`src/rtl/hddwr_pkg.sv`:
```
// hddwr_pkg: shared types and constants for the hash-driven draw core
// no dependencies
`default_nettype none
package hddwr_pkg;
  localparam int MAX_POOL = 4096;
  localparam int AW = $clog2(MAX_POOL);
  localparam int CW = AW + 1;
  localparam int MW = 32;
  localparam int MAW = $clog2(MAX_POOL / MW);
  localparam int MDEPTH = MAX_POOL / MW;

  localparam logic [1:0] ST_OK = 2'd0;
  localparam logic [1:0] ST_EMPTY = 2'd1;
  localparam logic [1:0] ST_BEYOND = 2'd2;

  typedef struct packed {
    logic [7:0] digest_byte;
    logic       begin_selection;
    logic       last_of_digest;
  } in_word_t;

  typedef struct packed {
    logic [12:0] member;
    logic [11:0] draw_index;
    logic        final_draw;
    logic [1:0]  status;
  } out_word_t;
endpackage
`default_nettype wire

```
`src/rtl/hash_driven_draw_without_replacement_core.sv`:
```
// hash_driven_draw_without_replacement_core: top level of the draw core
// depends on hddwr_pkg
`default_nettype none
// Digest bytes arrive one word at a time. Each byte folds into the running
// remainder modulo the free count by a restoring divider, one compare-subtract
// step a cycle over nine steps. The free map is a 128 x 32 bit synchronous
// memory; on the last byte the core reads it row by row, through a wait state
// and a scan state per row, counting free members with a popcount, until the
// row holding the wanted rank, then finds the bit in that row bit by bit and
// writes the row back. A begin word first sweeps the map rows, one row a
// cycle. So a plain byte passes idle, the nine divide steps and the pick
// before the next word is accepted, a last byte also the row scan, the bit
// steps and the output state, and a begin word adds the sweep. A last byte
// also waits while an earlier draw word is held at the output. After reset a
// fill pass over all map rows runs before the first word is taken.
module hash_driven_draw_without_replacement_core
  import hddwr_pkg::*;
(
  input  wire logic        clk,
  input  wire logic        rst,
  input  wire in_word_t    in_data,
  input  wire logic        in_valid,
  output logic             in_stall,
  output out_word_t        out_data,
  output logic             out_valid,
  input  wire logic        out_stall,
  input  wire logic        psel,
  input  wire logic        penable,
  input  wire logic        pwrite,
  input  wire logic [2:0]  paddr,
  input  wire logic [31:0] pwdata,
  output logic [31:0]      prdata,
  output logic             pready
);
  typedef enum logic [3:0] {
    S_FILL, S_IDLE, S_CLEAR, S_DIV, S_PICK, S_SCAN, S_SCANW, S_BIT, S_OUT
  } state_t;

  state_t state;
  logic [12:0] pool_size, draw_count;
  logic [CW-1:0] free_count, draws_done;
  logic [AW-1:0] rem;
  logic [AW+8-1:0] dividend;
  logic [3:0] step;
  in_word_t cur;
  logic [MAW:0] row;
  logic [MAW-1:0] rd_row;
  logic [AW-1:0] rank;
  logic [4:0] bitpos;
  logic [MW-1:0] row_data;
  out_word_t res;

  // free map memory
  logic [MW-1:0] fmap [MDEPTH];
  logic [MW-1:0] rdata;
  logic          we;
  logic [MAW-1:0] waddr;
  logic [MW-1:0] wdata;

  always_ff @(posedge clk) begin
    if (we) fmap[waddr] <= wdata;
    rdata <= fmap[rd_row];
  end

  // clamped pool size and draw count (combinational)
  logic [CW-1:0] pool, dcount;
  assign pool = (pool_size > 13'(MAX_POOL)) ? CW'(MAX_POOL) : CW'(pool_size);
  assign dcount = (draw_count > 13'(MAX_POOL)) ? CW'(MAX_POOL) : CW'(draw_count);

  // apb port
  assign pready = 1'b1;
  always_comb begin
    case (paddr[2])
      1'b0: prdata = {19'd0, pool_size};
      default: prdata = {19'd0, draw_count};
    endcase
  end

  // fill row value for a given row under the current pool
  function automatic logic [MW-1:0] fill_row(input logic [MAW-1:0] r,
                                             input logic [CW-1:0] p);
    logic [MW-1:0] v;
    for (int i = 0; i < MW; i++)
      v[i] = ({1'b0, r, 5'(i)} < p);
    return v;
  endfunction

  function automatic logic [5:0] popc(input logic [MW-1:0] v);
    logic [5:0] c;
    c = '0;
    for (int i = 0; i < MW; i++) c = c + 6'(v[i]);
    return c;
  endfunction

  logic [5:0] pc;
  assign pc = popc(rdata);

  // restoring divide step
  logic [AW+8+1:0] sub;
  assign sub = {2'b0, free_count} << step;

  logic beyond;
  assign beyond = (draws_done >= dcount);

  assign in_stall = (state != S_IDLE);
  assign out_data = res;
  assign rd_row = row[MAW-1:0];

  always_comb begin
    we = 1'b0;
    waddr = row[MAW-1:0];
    wdata = '0;
    case (state)
      S_FILL, S_CLEAR: begin
        we = 1'b1;
        wdata = (state == S_FILL) ? '1 : fill_row(row[MAW-1:0], pool);
      end
      S_BIT: if (row_data[bitpos] && rank == '0) begin
        we = 1'b1;
        wdata = row_data & ~(MW'(1) << bitpos);
      end
      default: ;
    endcase
  end

  always_ff @(posedge clk) begin
    if (rst) begin
      state <= S_FILL;
      row <= '0;
      pool_size <= 13'd1;
      draw_count <= 13'd1;
      free_count <= CW'(1);
      draws_done <= '0;
      rem <= '0;
      out_valid <= 1'b0;
    end else begin
      if (state == S_OUT) out_valid <= 1'b1;
      else if (out_valid && !out_stall) out_valid <= 1'b0;
      if (psel && penable && pwrite) begin
        case (paddr[2])
          1'b0: pool_size <= pwdata[12:0];
          default: draw_count <= pwdata[12:0];
        endcase
      end
      case (state)
        S_FILL: begin
          if (row[MAW-1:0] == MAW'(MDEPTH - 1)) begin
            row <= '0;
            state <= S_IDLE;
          end else row <= row + 1'b1;
        end
        S_IDLE: if (in_valid) begin
          cur <= in_data;
          row <= '0;
          if (in_data.begin_selection) begin
            free_count <= pool;
            draws_done <= '0;
            rem <= '0;
            state <= S_CLEAR;
          end else begin
            dividend <= {rem, in_data.digest_byte};
            step <= 4'd8;
            state <= S_DIV;
          end
        end
        S_CLEAR: begin
          if (row[MAW-1:0] == MAW'(MDEPTH - 1)) begin
            row <= '0;
            dividend <= {AW'(0), cur.digest_byte};
            step <= 4'd8;
            state <= S_DIV;
          end else row <= row + 1'b1;
        end
        S_DIV: begin
          if (free_count == '0) begin
            dividend <= '0;
            state <= S_PICK;
          end else begin
            if ({2'b0, dividend} >= sub) dividend <= dividend - (AW+8)'(sub);
            if (step == 4'd0) state <= S_PICK;
            else step <= step - 1'b1;
          end
        end
        S_PICK: begin
          if (!cur.last_of_digest) begin
            rem <= dividend[AW-1:0];
            state <= S_IDLE;
          end else if (!out_valid || !out_stall) begin
            res.draw_index <= draws_done[11:0];
            res.final_draw <= (dcount != '0) && (draws_done == dcount - 1'b1);
            res.member <= '0;
            rem <= '0;
            if (beyond) begin
              res.status <= ST_BEYOND;
              state <= S_OUT;
            end else begin
              draws_done <= draws_done + 1'b1;
              res.status <= ST_EMPTY;
              if (free_count == '0) state <= S_OUT;
              else begin
                rank <= dividend[AW-1:0];
                row <= '0;
                state <= S_SCANW;
              end
            end
          end
        end
        S_SCANW: state <= S_SCAN;
        S_SCAN: begin
          if ({1'b0, rank} < {{AW-5{1'b0}}, pc}) begin
            row_data <= rdata;
            bitpos <= '0;
            state <= S_BIT;
          end else begin
            rank <= rank - AW'(pc);
            row <= row + 1'b1;
            if (row[MAW-1:0] == MAW'(MDEPTH - 1)) state <= S_OUT;
            else state <= S_SCANW;
          end
        end
        S_BIT: begin
          bitpos <= bitpos + 1'b1;
          if (row_data[bitpos]) begin
            if (rank == '0) begin
              res.member <= 13'({row[MAW-1:0], bitpos}) + 13'd1;
              res.status <= ST_OK;
              free_count <= free_count - 1'b1;
              state <= S_OUT;
            end else rank <= rank - 1'b1;
          end
        end
        S_OUT: begin
          state <= S_IDLE;
        end
        default: state <= S_IDLE;
      endcase
    end
  end
endmodule
`default_nettype wire
```
`config.mk`:
```
export PLATFORM = sky130hd
export DESIGN_NAME = hash_driven_draw_without_replacement_core
export DESIGN_NICKNAME = d
export VERILOG_FILES = /design/src/rtl/hddwr_pkg.sv /design/src/rtl/hash_driven_draw_without_replacement_core.sv
export SDC_FILE = /design/constraint.sdc
export NUM_CORES = 2
export LEC_CHECK = 0
export BUFFER_PORTS_ARGS = -buffer_cell sky130_fd_sc_hd__buf_2
export CAP_MARGIN = 20
export CELL_PAD_IN_SITES_DETAIL_PLACEMENT = 2
export CELL_PAD_IN_SITES_GLOBAL_PLACEMENT = 2
export CORE_ASPECT_RATIO = 0.75
export CORE_MARGIN = 8
export CORE_UTILIZATION = 27
export DETAILED_ROUTE_END_ITERATION = 16
export PLACE_DENSITY = 0.59
export SYNTH_ARGS = -nofsm -noshare
export SYNTH_HDL_FRONTEND = slang
export SYNTH_SLANG_ARGS = --single-unit
```
`constraint.sdc`:
```
create_clock -name clk -period 17.3 [get_ports clk]
set_input_delay 1.73 -clock clk [delete_from_list [all_inputs] [get_ports clk]]
set_output_delay 1.73 -clock clk [all_outputs]
set_load 0.1 [all_outputs]
```
==> results.txt <==
slowest cell on the critical path - or4_1
largest cells by area after synthesis - edfxtp_1 (78%), a22oi_1 (5.6%), a221oi_1 (2.0%)
Setup Skew - 60.73 ps
CP endpoint kind - flop
Top cell by count, worst path - fa_1
FP Rows - 246
Worst-path clk slew - 70 ps
most frequent cell after synthesis - edfxtp_1
total track usage - 0.2021
CP Max Fanout - 11
RD Place Congestion - 0.8403
first-pass GRT wire length - 896.0 mm
fraction of layout cells with a size suffix above 1 - 0.1424
minimum clock period - 7033 ps
Final Hold Viols - 0
CTS Buffer Depth - 4
Wirelength per Cell - 36.82 microns
Slew @ Worst Pin - 1329 ps
Core ar. - 598700 sq um
initial antenna violation count - 86
Setup CP Type - reg -> reg
unrepaired setup endpoints after global routing - false
CP Buf/Inv Count - 4
CP Data Required Time - 18210 ps
setup tns final - 0 ps
total CTS buffers - 411
Post-synth EDFFs - 4206
power density cells - 176.9 nW/um^2
dpl hpwl - 385.3 mm
Clock Sinks - 4314
Hold Crit Class - reg -> reg
hold path cells - 0
average vias per placed instance - 5.632
CTS Hold Bufs - 0
Gate Count Post-Synth - 9369
Worst EP arrival - 7940 ps
Max stage delay on crit path - 670 ps
Main synth FF type - edfxtp_1
Die W - 911.0 microns
area leader, netlist - edfxtp_1
drt total wl - 661.9 mm
worst skew pair latency - 1060 ps
CTS tree - yes
family with the most delay on the worst path - adder cells
Mapped Area - 162200 sq um
Filler Cell Count - 60.24k
largest net degree at the start of global routing - 97
DIE AREA - 626100 sq um
Peak VDD IR - 0.8385 mV
Starting Density - 0.2710
Final nets - 9830
antenna-violating nets left - 0
P&R area growth vs syn - 16.15%
LEAKAGE - 55.38 nW
Root Buffer - clkbuf_16
Warnings, synthesis - 0
max-cap viol count - 0
setup violators final - 0
Die Span Y - 687.3 microns
vias - 101.3k
fin cells - 17.98k
period utilization - 0.4065
flops & latches, synth - 4314
Crit path depth - 23
worst reg2reg path depth - 23
DRC errors left - 0
dpl cells - 17.18k
synthesized area per cell - 17.31 sq um
fraction of registers with async set/reset - 0
number of detailed-route iterations in the first pass - 6
number of setup buffers added after CTS - 0
Slew headroom - 0.1078
H-tree depth - 5
f_max - 142.2 MHz
Synth top area share - 0.7786
vias in the first global route - 104.3k
proportion of synthesized chip area in sequential cells - 0.7919
io pins - 115
commonest cells in the netlist - edfxtp_1 (4206), a22oi_1 (1203), a221oi_1 (377), clkbuf_1 (371), a22o_1 (369)
outcome - complete, no violations
gr ovfl total - 0
Distinct cells, synth - 87
CTS resizes - 0
crit path launch type - flop
Port Buffers - 73
Max Slew Vio Count - 0
Initial DRC Count - 14.98k
critical-path cell list - inv_1, fa_1, fa_1, fa_1, fa_1, fa_1, fa_1, inv_1, ha_1, inv_1, fa_1, inv_1, a21o_1, a21oi_1, xor2_1, ha_1, a21oi_1, nor2b_1, nor4_1, a21oi_1, nand3_1, or4_1, o31ai_1
[path summary, 6_finish.rpt]
path	start	end	slack, ps
max reg2reg	rdata[11]	row[4]	10270
max	rdata[11]	row[4]	10270
min	rdata[28]	row_data[28]	450
min reg2reg	rdata[28]	row_data[28]	450
[cell usage in the layout, fill, tap and decap left out, drive strengths merged, types with 178 or more instances in the layout]
cell type     n
a22oi      1203
a221oi      377
nor2        297
o21ai       178
nand4       180
a31oi       266
clkinv      191
clkbuf      517
a22o        369
edfxtp     4206
nand2       296
a21oi       180
buf         543
[through the flow]
stage / util / power (mW) / setup slack [ps] / area (sq um) / hold slack [ps]
3_3_place_gp: 0.2926 / 24.29 / 10360 / 175100 / 420.8
3_5_place_dp: 0.2927 / 24.41 / 10380 / 175200 / 426.1
4_1_cts: 0.3140 / 33.36 / 10290 / 188000 / 456.8
2_1_floorplan: - / 20.04 / 8942 / 162300 / 408.2
5_1_grt: 0.3146 / 34.61 / 9918 / 188400 / 463.1
6_report: 0.3147 / 33.32 / 10270 / 188400 / 448.5
[report_power, final]
part	switching [mW]	internal [mW]	total [mW]
sequential	0.109	12.8	12.9
combinational	7.86	3.57	11.4
clock	4.20	4.77	8.96
total	12.2	21.2	33.3
[flip-flops by register name, indices dropped and copies added (netlist names)]
register / count
rem: 12
draw_count: 13
out_valid: 1
state: 4
draws_done: 13
row: 7
fmap: 4096
bitpos: 5
cur: 9
row_data: 32
rdata: 32
dividend: 20
step: 4
out_data: 28
rank: 12
pool_size: 13
free_count: 13
[kinds of logic after synthesis]
| family | after synthesis | synth area share |
|---|---|---|
| compound gates | 2883 | 0.1332 |
| other cells | 2 | 0.00004630 |
| simple gates | 1145 | 0.03493 |
| xor+xnor | 53 | 0.002862 |
| mux | 136 | 0.01038 |
| fa+ha+maj | 92 | 0.008300 |
| buf+inv | 744 | 0.01837 |
| flops | 4314 | 0.7919 |
[worst register-to-register path, cell delays in order, from the launching register on]
cell	delay [ps]
dfxtp_1	390
inv_1	80
fa_1	580
fa_1	440
fa_1	570
fa_1	460
fa_1	510
fa_1	420
inv_1	70
ha_1	170
inv_1	70
fa_1	460
inv_1	80
a21o_1	120
a21oi_1	80
xor2_1	150
ha_1	350
a21oi_1	80
nor2b_1	200
nor4_1	120
a21oi_1	230
nand3_1	350
or4_1	670
o31ai_1	250
[cell type report]
cell class | instances | area [sq um] | area share
flip-flops and latches | 4314 | 128500 | 0.6819
multi-input cells | 4329 | 32580 | 0.1729
clock buffers | 515 | 10760 | 0.05710
well taps | 7936 | 9930 | 0.05270
repair buffers | 545 | 4273 | 0.02268
clock inverters | 229 | 2008 | 0.01066
inverters | 85 | 319.1 | 0.001693
diodes | 25 | 62.56 | 0.0003320
[per-layer routing]
metal / wire, microns / vias to the layer above / GRT usage
met5: 377 / - / 0.001360
met4: 19160 / 30 / 0.05530
met3: 70810 / 895 / 0.05353
met2: 292200 / 5296 / 0.3085
met1: 279400 / 55280 / 0.2831
li1: - / 39750 / -
Power figures use the tool's default switching activity.
